<file path="config.mk">
export PLATFORM = sky130hd
export DESIGN_NAME = blse_front
export DESIGN_NICKNAME = d
export VERILOG_FILES = /design/src/rtl/blse_pkg.sv /design/src/rtl/blse_front.sv
export SDC_FILE = /design/constraint.sdc
export NUM_CORES = 1
export LEC_CHECK = 0
export ABC_AREA = 1
export BUFFER_PORTS_ARGS = -buffer_cell sky130_fd_sc_hd__buf_2
export CAP_MARGIN = 30
export CORE_MARGIN = 2
export CORE_UTILIZATION = 59
export DETAILED_ROUTE_END_ITERATION = 12
export PLACE_DENSITY = 0.88
export RECOVER_POWER = 25
export SYNTH_ARGS = -nofsm -noshare
export SYNTH_HDL_FRONTEND = slang
export SYNTH_SLANG_ARGS = --single-unit
</file>
<file path="constraint.sdc">
create_clock -name clock -period 5.2 [get_ports clock]
set_input_delay 0.52 -clock clock [delete_from_list [all_inputs] [get_ports clock]]
set_output_delay 0.52 -clock clock [all_outputs]
set_load 0.05 [all_outputs]
</file>
<file path="src/rtl/blse_pkg.sv">
// shared types, constants and float helpers for the lead byte size estimator
package blse_pkg;

   localparam int IDX_W = 10;
   localparam int LEN_W = 11;

   localparam logic [31:0] QNAN_DEFAULT = 32'hFFC0_0000;
   localparam logic [31:0] QUIET_BIT    = 32'h0040_0000;
   localparam logic [7:0]  EXP_ALL_ONES = 8'hFF;
   localparam logic [30:0] EB_RESET     = 31'd981668463;
   localparam logic [0:0]  REG_IDX_EB   = 1'b0;
   localparam logic signed [12:0] SGL_BIAS = 13'sd127;
   localparam logic signed [12:0] DBL_BIAS = 13'sd1023;
   localparam logic signed [12:0] DBL_INF_EXP = 13'sd1024;
   localparam logic signed [12:0] SUBN_BASE = 13'sd149;
   localparam logic signed [12:0] LEN_BASE = 13'sd10;
   localparam logic signed [12:0] LEN_MIN = 13'sd9;
   localparam logic signed [12:0] LEN_MAX = 13'sd32;

   typedef struct packed {
      logic [31:0]      min_val;
      logic [31:0]      max_val;
      logic [LEN_W-1:0] len;
      logic             bank;
   } blk_desc_type;

   typedef struct packed {
      logic             en;
      logic             bank;
      logic [IDX_W-1:0] idx;
      logic [31:0]      data;
   } mem_wr_type;

   function automatic logic f_is_nan(input logic [31:0] a);
      f_is_nan = (a[30:23] == EXP_ALL_ONES) && (a[22:0] != 23'd0);
   endfunction

   // ordered less-than, false when either side is nan
   function automatic logic f_lt(input logic [31:0] a, input logic [31:0] b);
      logic res;
      res = 1'b0;
      if (f_is_nan(a) || f_is_nan(b)) begin
         res = 1'b0;
      end else if ((a[30:0] == 31'd0) && (b[30:0] == 31'd0)) begin
         res = 1'b0;
      end else if (a[31] && !b[31]) begin
         res = 1'b1;
      end else if (!a[31] && !b[31]) begin
         res = a[30:0] < b[30:0];
      end else if (a[31] && b[31]) begin
         res = a[30:0] > b[30:0];
      end
      f_lt = res;
   endfunction

   function automatic logic f_le(input logic [31:0] a, input logic [31:0] b);
      f_le = !f_is_nan(a) && !f_is_nan(b) &&
             (f_lt(a, b) || (a == b) || ((a[30:0] == 31'd0) && (b[30:0] == 31'd0)));
   endfunction

   // divide by two with round to nearest even into the subnormal range
   function automatic logic [31:0] f_halve(input logic [31:0] a);
      logic [31:0] res;
      logic [23:0] m;
      logic [30:0] packed_mag;
      m = {a[23], a[22:0]};
      packed_mag = {8'd0, m[23:1]} + {30'd0, m[0] & m[1]};
      if (a[30:23] == EXP_ALL_ONES) begin
         res = f_is_nan(a) ? (a | QUIET_BIT) : a;
      end else if (a[30:24] != 7'd0) begin
         res = {a[31], a[30:23] - 8'd1, a[22:0]};
      end else begin
         res = {a[31], packed_mag};
      end
      f_halve = res;
   endfunction

endpackage

</file>
<file path="src/rtl/blse_front.sv">
// intake: stores samples into a bank, tracks min and max, closes blocks
module blse_front import blse_pkg::*; #(
   parameter int BLOCK_SIZE = 128
) (
   input  logic         clock,
   input  logic         reset,
   input  logic         req_valid,
   output logic         req_ready,
   input  logic [31:0]  req_sample,
   input  logic         req_last_in_block,
   input  logic         bank_release,
   output mem_wr_type   mem_wr,
   output logic         blk_push,
   output blk_desc_type blk_desc
);

   localparam int AW = (BLOCK_SIZE > 1) ? $clog2(BLOCK_SIZE) : 1;

   logic [AW-1:0] fill_ff, fill_in;
   logic          bank_ff, bank_in;
   logic [1:0]    busy_ff, busy_in;
   logic [31:0]   min_ff, min_in;
   logic [31:0]   max_ff, max_in;
   logic          accept, blk_end;

   always_comb begin
      req_ready = busy_ff != 2'd2;
      accept    = req_valid && req_ready;
      blk_end   = req_last_in_block || (fill_ff == AW'(BLOCK_SIZE - 1));
      min_in    = min_ff;
      max_in    = max_ff;
      fill_in   = fill_ff;
      bank_in   = bank_ff;
      if (accept) begin
         if (fill_ff == '0) begin
            min_in = req_sample;
            max_in = req_sample;
         end else if (f_lt(req_sample, min_ff)) begin
            min_in = req_sample;
         end else if (f_lt(max_ff, req_sample)) begin
            max_in = req_sample;
         end
         if (blk_end) begin
            fill_in = '0;
            bank_in = ~bank_ff;
         end else begin
            fill_in = fill_ff + AW'(1);
         end
      end
      blk_push         = accept && blk_end;
      blk_desc.min_val = min_in;
      blk_desc.max_val = max_in;
      blk_desc.len     = LEN_W'(fill_ff) + LEN_W'(1);
      blk_desc.bank    = bank_ff;
      busy_in          = busy_ff + {1'b0, blk_push} - {1'b0, bank_release};
      mem_wr.en        = accept;
      mem_wr.bank      = bank_ff;
      mem_wr.idx       = IDX_W'(fill_ff);
      mem_wr.data      = req_sample;
   end

   always_ff @(posedge clock) begin
      if (reset) begin
         fill_ff <= '0;
         bank_ff <= 1'b0;
         busy_ff <= 2'd0;
         min_ff  <= 32'd0;
         max_ff  <= 32'd0;
      end else begin
         fill_ff <= fill_in;
         bank_ff <= bank_in;
         busy_ff <= busy_in;
         min_ff  <= min_in;
         max_ff  <= max_in;
      end
   end

endmodule

</file>
==> results.yml <==
clock_network:
  h-tree-depth: 3
  clk_path_buf_depth: 2
  cts_resized: 0
  cts_setup_buffers: 0
  cts.sinks: 74
  cts_root_buffer: "clkbuf_8"
  cts_hold_buffers: 0
  cts.clk_slew.worst_paths_ns: 0.08
  numCtsBuffers: 9
  insertion_delay_ns: 0.36
  cts_tree: "yes"
synthesis:
  synth_warnings: 0
  synth_area_per_cell_um2: 6.79
  ys.flop_type: "dfxtp_1"
  syn_inst: 912
  synth_edf_count: 0
  synth_top_cell_by_area: "dfxtp_1"
  synthDistinctLibCells: 30
  yosysMostFrequentCell: "nand2_1"
  ys_async_sr_fraction_pct: 0
  ys_seq_elements: 74
  ys_top_cells_by_count: "151 x nand2_1, 145 x inv_1, 91 x nor2_1"
  syn_area_um2: 6190
  seq_area_frac_synth_pct: 23.9
  yosys.area.top_type_share_pct: 23.9
  synth.area.top_cells: "dfxtp_1 24%, ha_1 13%, nand2_1 9.2%, inv_1 8.8%, nand2_4 5.6%"
grt:
  grt_pass1_wl_um: 24400
  grt_max_degree: 38
  grt_usage_pct: 26.7
  antenna_found_initial: 0
  overflow: 0
  grt_pass1_vias: 5373
pwr:
  internal_power_w: 0.00142
  power_frac_seq_pct: 23.2
  p_per_area_nw_per_um2: 459
  ir_drop_uv: 286
  power.switching_w: 0.00172
  swShare_pct: 54.8
  clockPowerShare_pct: 16.4
  leakage_nw: 3.91
  combPwrFrac_pct: 60.4
setup_path:
  regToRegSetupSlack_ns: 2.16
  worstSetupPathType: "flip-flop to output port"
  critical_path_arrival_ns: 3.48
  critPathMaxFanout: 35
  rr_worst_depth: 16
  critPathCaptureType: "output port"
  crit_required_ns: 4.68
  r2r_start: "min_ff[30]"
  critPathLaunchType: "flip-flop"
  worstReg2RegEnd: "min_ff[7]"
route:
  drtAntennaViolNets: 0
  finalWirelength_um: 14900
  post_drt_via_cell_ratio: 4.98
  num_vias: 5770
  drc_errors: 0
  wl_per_cell_um: 12.8
  drtIter0Drc: 220
  dr.pass1.iters: 5
layout:
  syn2layout_area_growth_pct: 10.8
  fin_cells: 1158
  fin_nets: 1120
  antenna_cells: 0
  drive_gt1_share_pct: 28.2
sta:
  final_hold_viol_count: 0
  finalCriticalPeriod_ns: 4.00
  fin_setup_tns_ns: 0
  skew_ns: 0.00932
  maxSlewViolCount: 0
  max_slew_margin_pct: 42.8
  grt_setup_unrepaired: "false"
  fmax_mhz: 250
  tightest_slew_ns: 0.859
  setup_violations: 0
  fin_crit_sh_pct: 76.8
floorplan:
  dieArea_um2: 11300
  num_io_pins: 159
  core-area_um2: 10300
  die_y_um: 106
  rows: 37
  initial_core_util_pct: 60.2
  die_x_um: 106
placed_design:
  io_buffers: 152
  dp.cells: 1142
  gp_congestion: 0.899
  dpl.hpwl_um: 11500
run:
  max-cap-violations: 0
run_status:
  status: "completed"
hold_path:
  hold_path_class: "primary input to flip-flop"
  hold_depth: 3
  worstHoldEndpoint: "min_ff[31]"
  hp-start: "req_sample[31]"
## logic make-up after synthesis
kind of cell,after synthesis,share of synthesized area (%)
buffers and inverters,264,19.6
AO/OA/AOI/OAI,65,6.19
other,1,0.0606
AND/OR/NAND/NOR,436,36.0
adder cells (fa/ha/maj),66,13.3
flip-flops,74,23.9
XOR/XNOR,6,0.849
## stage by stage
step | utilization [%] | hold slack [ns] | power, W | cell area, µm² | setup WS [ns]
after floorplan | - | 0.487 | 0.00231 | 6210 | 2.24
after global placement | 65.1 | 0.492 | 0.00261 | 6690 | 1.38
after detailed placement | 65.1 | 0.499 | 0.00264 | 6690 | 1.36
after CTS | 67.3 | 0.472 | 0.00316 | 6920 | 1.24
after global routing | 66.8 | 0.488 | 0.00335 | 6860 | 0.865
final | 66.8 | 0.470 | 0.00315 | 6860 | 1.20
## sequential cells by signal (all words and copies together) (netlist names)
register	count
bank_ff	1
min_ff	32
busy_ff	2
max_ff	32
fill_ff	7
## layer usage
| layer | up-vias | GRT usage (%) | wire, µm |
|---|---|---|---|
| met1 | 2570 | 32.0 | 6240 |
| met5 | - | 0 | 0 |
| li1 | 2970 | - | - |
| met3 | 38 | 5.40 | 1000 |
| met2 | 192 | 47.3 | 7210 |
| met4 | 0 | 9.74 | 428 |
## worst max-delay path, stage by stage (launching register included)
cell	delay, ns
dfxtp_1	0.35
inv_1	0.08
ha_1	0.31
nand2_1	0.08
nor2_1	0.15
nand2_1	0.11
nor3_2	0.20
nand2_1	0.07
nand2_1	0.09
a21oi_1	0.07
nand2_1	0.09
nand2_1	0.07
nand2_2	0.55
buf_4	0.42
nand2_1	0.09
o21ai_1	0.12
inv_1	0.05
buf_2	0.21
## worst max-delay path by stage
stage                   start            to  slack (ns)  cells after the start
3_5_place_dp   req_sample[30]  blk_desc[43]        1.36                     18
6_report           min_ff[30]  blk_desc[60]        1.20                     17
5_1_grt            min_ff[30]  blk_desc[63]        0.86                     17
4_1_cts            min_ff[30]  blk_desc[60]        1.24                     17
3_3_place_gp   req_sample[30]  blk_desc[43]        1.38                     18
2_1_floorplan      fill_ff[0]    busy_ff[1]        2.24                      9
## layout make-up
cell class	count	area [µm²]
clock buffers	10	138
multi-input cells	579	3510
repair buffers	155	727
well taps	136	170
inverters	198	743
clock inverters	6	90.1
flip-flops and latches	74	1480
fillers	953	3420
## cells in the final DEF, fill, tap and decap left out, types with 6 or more instances in the layout
master	synthesis	final
clkbuf_1	12	45
nand2_2	32	32
nor2_1	91	91
nand3_1	55	55
inv_2	53	53
dfxtp_1	74	74
conb_1	1	6
nand4_1	28	28
clkbuf_8	0	10
ha_1	66	66
o21ai_2	10	10
inv_1	145	145
buf_2	6	107
a21oi_1	25	25
xor2_1	6	6
nand2_1	151	151
nor2_2	33	33
nand2_4	31	31
o21ai_1	22	22
## power by group through the flow
stage	logic, W	clock network (W)	registers, W
5_1_grt	0.00207	0.000547	0.000741
6_report	0.00190	0.000517	0.000730
2_1_floorplan	0.00156	0	0.000745
4_1_cts	0.00191	0.000522	0.000729
3_5_place_dp	0.00190	0	0.000743
3_3_place_gp	0.00187	0	0.000738
No activity file was read; power rests on OpenSTA's default activity.
