$ cat config.mk
export PLATFORM = sky130hd
export DESIGN_NAME = blse_queue
export DESIGN_NICKNAME = d
export VERILOG_FILES = /design/src/rtl/blse_pkg.sv /design/src/rtl/blse_queue.sv
export SDC_FILE = /design/constraint.sdc
export NUM_CORES = 1
export LEC_CHECK = 0
export BUFFER_PORTS_ARGS = -buffer_cell sky130_fd_sc_hd__buf_2
export CAP_MARGIN = 20
export CELL_PAD_IN_SITES_DETAIL_PLACEMENT = 2
export CELL_PAD_IN_SITES_GLOBAL_PLACEMENT = 2
export CORE_AREA = 2 2 124 126
export DETAILED_ROUTE_END_ITERATION = 16
export DIE_AREA = 0 0 126 128
export PLACE_DENSITY = 0.77
export SYNTH_ARGS = -nofsm -noshare
export SYNTH_HDL_FRONTEND = slang
export SYNTH_SLANG_ARGS = --single-unit
$ cat constraint.sdc
create_clock -name clock -period 7.9 [get_ports clock]
set_input_delay 0.395 -clock clock [delete_from_list [all_inputs] [get_ports clock]]
set_output_delay 0.395 -clock clock [all_outputs]
set_load 0.02 [all_outputs]
$ cat src/rtl/blse_pkg.sv
// shared types, constants and float helpers for the lead byte size estimator
package blse_pkg;

   localparam int IDX_W = 10;
   localparam int LEN_W = 11;

   localparam logic [31:0] QNAN_DEFAULT = 32'hFFC0_0000;
   localparam logic [31:0] QUIET_BIT    = 32'h0040_0000;
   localparam logic [7:0]  EXP_ALL_ONES = 8'hFF;
   localparam logic [30:0] EB_RESET     = 31'd981668463;
   localparam logic [0:0]  REG_IDX_EB   = 1'b0;
   localparam logic signed [12:0] SGL_BIAS = 13'sd127;
   localparam logic signed [12:0] DBL_BIAS = 13'sd1023;
   localparam logic signed [12:0] DBL_INF_EXP = 13'sd1024;
   localparam logic signed [12:0] SUBN_BASE = 13'sd149;
   localparam logic signed [12:0] LEN_BASE = 13'sd10;
   localparam logic signed [12:0] LEN_MIN = 13'sd9;
   localparam logic signed [12:0] LEN_MAX = 13'sd32;

   typedef struct packed {
      logic [31:0]      min_val;
      logic [31:0]      max_val;
      logic [LEN_W-1:0] len;
      logic             bank;
   } blk_desc_type;

   typedef struct packed {
      logic             en;
      logic             bank;
      logic [IDX_W-1:0] idx;
      logic [31:0]      data;
   } mem_wr_type;

   function automatic logic f_is_nan(input logic [31:0] a);
      f_is_nan = (a[30:23] == EXP_ALL_ONES) && (a[22:0] != 23'd0);
   endfunction

   // ordered less-than, false when either side is nan
   function automatic logic f_lt(input logic [31:0] a, input logic [31:0] b);
      logic res;
      res = 1'b0;
      if (f_is_nan(a) || f_is_nan(b)) begin
         res = 1'b0;
      end else if ((a[30:0] == 31'd0) && (b[30:0] == 31'd0)) begin
         res = 1'b0;
      end else if (a[31] && !b[31]) begin
         res = 1'b1;
      end else if (!a[31] && !b[31]) begin
         res = a[30:0] < b[30:0];
      end else if (a[31] && b[31]) begin
         res = a[30:0] > b[30:0];
      end
      f_lt = res;
   endfunction

   function automatic logic f_le(input logic [31:0] a, input logic [31:0] b);
      f_le = !f_is_nan(a) && !f_is_nan(b) &&
             (f_lt(a, b) || (a == b) || ((a[30:0] == 31'd0) && (b[30:0] == 31'd0)));
   endfunction

   // divide by two with round to nearest even into the subnormal range
   function automatic logic [31:0] f_halve(input logic [31:0] a);
      logic [31:0] res;
      logic [23:0] m;
      logic [30:0] packed_mag;
      m = {a[23], a[22:0]};
      packed_mag = {8'd0, m[23:1]} + {30'd0, m[0] & m[1]};
      if (a[30:23] == EXP_ALL_ONES) begin
         res = f_is_nan(a) ? (a | QUIET_BIT) : a;
      end else if (a[30:24] != 7'd0) begin
         res = {a[31], a[30:23] - 8'd1, a[22:0]};
      end else begin
         res = {a[31], packed_mag};
      end
      f_halve = res;
   endfunction

endpackage

$ cat src/rtl/blse_queue.sv
// two entry queue of finished block descriptors
module blse_queue import blse_pkg::*; (
   input  logic         clock,
   input  logic         reset,
   input  logic         push,
   input  blk_desc_type push_desc,
   input  logic         pop,
   output logic         head_valid,
   output blk_desc_type head_desc,
   output logic         full
);

   blk_desc_type entry_ff [2];
   logic       wr_ptr_ff, wr_ptr_in;
   logic       rd_ptr_ff, rd_ptr_in;
   logic [1:0] cnt_ff, cnt_in;
   logic       do_push, do_pop;

   always_comb begin
      do_push   = push && (cnt_ff != 2'd2);
      do_pop    = pop && (cnt_ff != 2'd0);
      wr_ptr_in = wr_ptr_ff ^ do_push;
      rd_ptr_in = rd_ptr_ff ^ do_pop;
      cnt_in    = cnt_ff + {1'b0, do_push} - {1'b0, do_pop};
   end

   always_ff @(posedge clock) begin
      if (reset) begin
         wr_ptr_ff <= 1'b0;
         rd_ptr_ff <= 1'b0;
         cnt_ff    <= 2'd0;
      end else begin
         wr_ptr_ff <= wr_ptr_in;
         rd_ptr_ff <= rd_ptr_in;
         cnt_ff    <= cnt_in;
      end
      if (do_push) begin
         entry_ff[wr_ptr_ff] <= push_desc;
      end
   end

   assign head_valid = cnt_ff != 2'd0;
   assign head_desc  = entry_ff[rd_ptr_ff];
   assign full       = cnt_ff == 2'd2;

endmodule

==> results of run 1 <==
## through the flow
stage / worst slack [ns] / cell area, um^2 / total power, mW / hold slack, ns
final: 5.45 / 7440 / 2.53 / 0.162
after global routing: 5.33 / 7440 / 2.64 / 0.144
after CTS: 5.38 / 7390 / 2.57 / 0.140
after detailed placement: 5.74 / 6800 / 1.76 / 0.587
after global placement: 5.69 / 6780 / 1.72 / 0.582
after floorplan: 5.01 / 5810 / 1.55 / 0.462
## layout make-up
type                       count  share of cell area (%)
clock buffer                  18                    5.77
clock inverter                14                    2.05
inverter                       3                   0.151
multi-input combinational     92                    14.7
sequential                   156                    62.5
tap                          188                    3.16
timing repair buffer         160                    11.7
## power breakdown
part | switching, mW | internal [mW] | total, mW
Sequential | 0.0578 | 1.05 | 1.11
Combinational | 0.353 | 0.271 | 0.624
Clock | 0.309 | 0.491 | 0.799
Total | 0.720 | 1.81 | 2.53
## flip-flops by register name (all words and copies together) (netlist names)
register and count:
rd_ptr_ff 1, cnt_ff 2, wr_ptr_ff 1, entry_ff 152
## layer usage
metal  GRT usage (%)  vias to the layer above
met5               0                        -
met4            6.79                        0
met3            5.26                       16
met2            27.1                      110
met1            16.7                     1456
li1                -                     1363
## Yosys cell counts
cell	instances	area [um^2]
ha_1	4	50.1
and2_1	1	6.26
nand2_1	1	3.75
xnor3_1	1	22.5
nor2_1	2	7.51
mux2_2	57	642
mux2_4	20	300
o21a_1	1	7.51
buf_12	1	20.0
nor2_2	1	6.26
nor2b_1	2	12.5
nand2b_1	1	6.26
or2_2	1	6.26
inv_1	3	11.3
buf_6	3	33.8
dfxtp_1	4	80.1
edfxtp_1	152	4560
buf_2	5	25.0
## worst max-delay path by stage
stage	cells after the start	slack (ns)	end	startpoint
2_1_floorplan	3	5.01	entry_ff[1][0]$_DFFE_PP_	cnt_ff[0]$_SDFF_PP0_
3_3_place_gp	2	5.69	head_desc[41]	rd_ptr_ff$_SDFF_PP0_
3_5_place_dp	3	5.74	entry_ff[0][47]$_DFFE_PP_	cnt_ff[0]$_SDFF_PP0_
4_1_cts	3	5.38	head_desc[4]	rd_ptr_ff$_SDFF_PP0_
5_1_grt	3	5.33	head_desc[49]	rd_ptr_ff$_SDFF_PP0_
6_report	3	5.45	head_desc[49]	rd_ptr_ff$_SDFF_PP0_
## worst max-delay path, delay by kind of cell (launching register included)
kind                   cells  cell delay (ns)
buffers and inverters      2             0.48
flip-flops                 1             0.75
multiplexers               1             0.38
## layout by cell type, fill, tap and decap left out
master        n
and2_1        1
buf_16        3
buf_2       157
bufinv_16     3
clkbuf_1      1
clkbuf_16    17
clkinv_1      3
clkinv_2      4
clkinv_4      1
clkinvlp_4    3
dfxtp_1       3
dfxtp_4       1
edfxtp_1    152
ha_1          2
ha_4          2
inv_1         3
mux2_2       57
mux2_4       20
nand2_1       1
nand2b_1      1
nor2_1        2
nor2_2        1
nor2b_1       2
o21a_1        1
or2_2         1
xnor3_1       1
## cells by family (layout without fill, tap and decap cells)
group                    count (synthesis)  in the layout  synth area share, %
AO/OA/AOI/OAI                            1              1                0.129
XOR/XNOR                                 1              1                0.388
adder cells (fa/ha/maj)                  4              4                0.862
buffers and inverters                   12            195                 1.55
flip-flops                             156            156                 80.0
multiplexers                            77             77                 16.2
AND/OR/NAND/NOR                          9              9                0.841
==> flow_summary.ini, run 1 <==
[run_status]
status = complete, no violations

[floorplanning]
die_x_um = 126
io_pins = 158
initial_core_util_pct = 39.1
die-height_um = 128
placeableCoreArea_um2 = 14900
rows = 45
die-area_um2 = 16100

[worst_setup_path]
worstPathRequired_ns = 7.51
r2r_slack_ns = 6.03
reg2reg_to = entry_ff[1][68]$_DFFE_PP_
r2r-start = cnt_ff[0]$_SDFF_PP0_
crit_chain = buf_16 -> mux2_2 -> buf_2
worstPathMaxFanout = 41
critPathKind = reg -> out
slowest_delay_ns = 0.75
arrival_ns = 2.06
critPathSlowestCell = dfxtp_4
cp-end-kind = output port
critPathLaunchType = flip-flop
reg2reg_depth = 4

[sta]
drv_slew = 0
fmax_mhz = 408
setup_viol = 0
fin_tns_setup_ns = 0
period_needed_ns = 2.45
finalHoldViolCount = 0
tightest_slew_ns = 0.624
timing.final.crit_share_pct = 31.0
rsz0062_at_grt = no
clock_skew_ns = 0.00693
slew_headroom_pct = 58.4

[finish]
fillers = 1374
syn_to_final_growth_pct = 28.2
multi_input_area_um2 = 1100
nets = 514
layout-drive-gt1-share_pct = 60.9
layout.cells.non_filler = 631
utilization_pct = 50.1
antenna_cells = 0
final-seq-area_um2 = 4650

[drt]
post_drt_wl_per_cell_um = 18.8
vias = 2945
wl_met1_um = 4370
drt-initial-drc-count = 121
vias_per_cell = 4.67
routed_wl_um = 11900
dr_wl_met2_um = 6460
route.detailed.drc = 0
met3_length_um = 836
drtAntennaViolNets = 0
dr.pass1.iters = 4
dr.max_layer_used = met4

[synth]
syn-num-nets = 344
mappedNetlistArea_um2 = 5810
seq_area_frac_synth_pct = 80.0
synth_cells = 260
synth.avg_cell_area_um2 = 22.3
synth-seq-cells = 156
ys_types = 18
synth_warnings = 0

[grt]
grt_max_degree = 77
antenna_found_initial = 0
grt_pass1_wl_um = 18300
grt_usage_pct = 15.3
overflow = 0
grt_pass1_vias = 3381

[clock_tree]
cts-resized-gates = 0
path_clk_slew_ns = 0.06
hold_buffers = 0
cts_root_buffer = clkbuf_16
cts-htree-levels = 4
cts_buffers = 17
clk_latency_ns = 0.42
cts_setup_buffers = 0
cts_tree = built
cts_buffer_depth = 2
cts_sinks = 156

[job]
drv_cap = 0

[worst_hold_path]
hold_depth = 1
min_to = entry_ff[0][74]$_DFFE_PP_
hold_path.class = in -> reg
worstHoldStart = push_desc[74]

[placed_design]
dpl.hpwl_um = 7810
gp_congestion = 0.678
post-place-cells = 597
io_buffers = 157

[power_and_ir_drop]
powerDensity_nw_per_um2 = 340
leakagePower_nw = 2.82
ir_drop_v = 0.000181
Note: power is estimated with default switching activity, not from simulation.
==> run 2, diff against run 1 <==
--- a/config.mk
+++ b/config.mk
@@ -9,10 +9,10 @@
 export CAP_MARGIN = 20
 export CELL_PAD_IN_SITES_DETAIL_PLACEMENT = 2
 export CELL_PAD_IN_SITES_GLOBAL_PLACEMENT = 2
-export CORE_AREA = 2 2 124 126
+export CORE_AREA = 2 2 134 136
 export DETAILED_ROUTE_END_ITERATION = 16
-export DIE_AREA = 0 0 126 128
-export PLACE_DENSITY = 0.77
+export DIE_AREA = 0 0 136 138
+export PLACE_DENSITY = 0.7
 export SYNTH_ARGS = -nofsm -noshare
 export SYNTH_HDL_FRONTEND = slang
 export SYNTH_SLANG_ARGS = --single-unit
==> constraint.sdc (replaced) <==
create_clock -name clock -period 2 [get_ports clock]
set_input_delay 0.1 -clock clock [delete_from_list [all_inputs] [get_ports clock]]
set_output_delay 0.1 -clock clock [all_outputs]
set_load 0.02 [all_outputs]
==> run 2 against run 1 <==
Compared with the run above:
- sequential power rose to 3.9 times the previous value
- setup slack worse by 5.3 ns
- via count up 12%
- final cell count up 19%
- combinational power rose to 4.4 times the previous value
- die area up 16%
- critical path depth unchanged
- power rose to 3.9 times the previous value
- count of clock-buffer cells in the layout down 1
- hold slack worse by 0.017 ns
==> flow_summary.ini, run 2 (same netlist as run 1, synthesis figures left out) <==
[drt]
drt-initial-drc-count = 86
drtAntennaViolNets = 0
routed_wl_um = 13800
dr.pass1.iters = 4
vias_per_cell = 4.38
route.detailed.drc = 0
post_drt_wl_per_cell_um = 18.4
vias = 3301

[grt]
antenna_found_initial = 0
grt_max_degree = 44
grt_usage_pct = 15.5
grt_pass1_wl_um = 21500
grt_pass1_vias = 3894
overflow = 0

[placed_design]
place_area_um2 = 6940
dp_slack_ns = 0.380
dpl.hpwl_um = 8590
io_buffers = 157
gp_congestion = 0.690

[floorplanning]
placeableCoreArea_um2 = 17500
die-area_um2 = 18800
die_x_um = 136
initial_core_util_pct = 33.1
io_pins = 158
rows = 49
die-height_um = 138

[finish]
final-seq-area_um2 = 4650
largest-register = entry_ff
largest_reg_flops = 152
multi_input_area_um2 = 1100
most-common-layout-cells = buf_2 (157), edfxtp_1 (152), dlygate4sd3_1 (77), mux2_2 (57), mux2_4 (20)
final_common_cell = buf_2
antenna_cells = 0
design_area_um2 = 8220
layout-drive-gt1-share_pct = 52.3
largestRegisters = entry_ff (152), cnt_ff (2)
utilization_pct = 46.9
fillers = 1698
syn_to_final_growth_pct = 41.5
nets = 596

[worst_setup_path]
worstPathMaxFanout = 43
arrival_ns = 1.78
cp-end-kind = output port
r2r_slack_ns = 0.38
r2r-start = cnt_ff[0]$_SDFF_PP0_
critPathLaunchType = flip-flop
reg2reg_depth = 4
worstPathRequired_ns = 1.90
critPathKind = reg -> out
reg2reg_to = entry_ff[0][58]$_DFFE_PP_

[run_status]
status = complete, no violations

[power_and_ir_drop]
ir_drop_v = 0.000642
leakagePower_nw = 3.12
powerDensity_nw_per_um2 = 1200

[clock_tree]
cts-resized-gates = 0
cts_root_buffer = clkbuf_16
cts_tree = built
path_clk_slew_ns = 0.06
cts_buffer_depth = 2
cts_sinks = 156
cts-htree-levels = 4
clk_latency_ns = 0.42
cts_buffers = 17

[job]
drv_cap = 0

[sta]
finalHoldViolCount = 0
period_needed_ns = 1.88
drv_slew = 0
fmax_mhz = 532
whs_ns = 0.145
setup_viol = 0
slew_headroom_pct = 79.3
rsz0062_at_grt = no
timing.final.crit_share_pct = 94.0
fin_ws_ns = 0.120
clock_skew_ns = 0.0178
tightest_slew_ns = 0.311

[worst_hold_path]
hold_path.class = in -> reg
worstHoldStart = pop
min_to = rd_ptr_ff$_SDFF_PP0_
hold_depth = 3
-- run 2: layout make-up --
| type | count | share of cell area (%) |
|---|---|---|
| clock buffers | 17 | 5.18 |
| clock inverters | 14 | 0.990 |
| inverters | 3 | 0.137 |
| multi-input cells | 92 | 13.3 |
| flip-flops and latches | 156 | 56.6 |
| well taps | 229 | 3.49 |
| repair buffers | 242 | 20.3 |
-- run 2: worst max-delay path by stage --
| stage | slack [ns] | endpoint | from | cells past startpoint |
|---|---|---|---|---|
| floorplan | -0.09 | entry_ff[1][0]$_DFFE_PP_ | cnt_ff[0]$_SDFF_PP0_ | 3 |
| global placement | 0.47 | entry_ff[1][9]$_DFFE_PP_ | cnt_ff[0]$_SDFF_PP0_ | 4 |
| detailed placement | 0.38 | entry_ff[0][7]$_DFFE_PP_ | cnt_ff[0]$_SDFF_PP0_ | 4 |
| CTS | 0.08 | head_desc[3] | rd_ptr_ff$_SDFF_PP0_ | 3 |
| global route | 0.05 | head_desc[10] | rd_ptr_ff$_SDFF_PP0_ | 3 |
| finish | 0.12 | head_desc[10] | rd_ptr_ff$_SDFF_PP0_ | 3 |
-- run 2: stage by stage --
step	power, mW	setup TNS, ns	std cells
after global placement	6.92	0	645
after CTS	9.96	0	753
after detailed placement	7.03	0	645
after floorplan	6.10	-13.13	260
after global routing	10.3	0	753
final	9.82	0	753
-- run 2: repair_timing --
action / in CTS / in global routing
hold buffers: 77 / 0
buffers inserted: 0 / 0
endpoints found under the setup margin: 0 / 0
endpoints found under the hold margin: 155 / 0
-- run 2: per-layer routing --
layer | vias to the layer above | track usage (%) | wire length (um)
met5 | - | 0 | 0
met4 | 0 | 4.61 | 137
met3 | 12 | 4.55 | 710
met2 | 98 | 28.6 | 7680
met1 | 1659 | 16.8 | 5310
li1 | 1532 | - | -
-- run 2: power breakdown --
part	total, mW	leakage, nW	internal (mW)	switching [mW]
clock network	2.79	0.237	1.55	1.24
logic	2.72	1.43	1.18	1.54
registers	4.30	1.45	4.15	0.156
-- run 2: critical path, stage by stage (launching register included) --
cell and delay, ns:
dfxtp_4 0.47, buf_12 0.31, mux2_2 0.38, buf_2 0.16
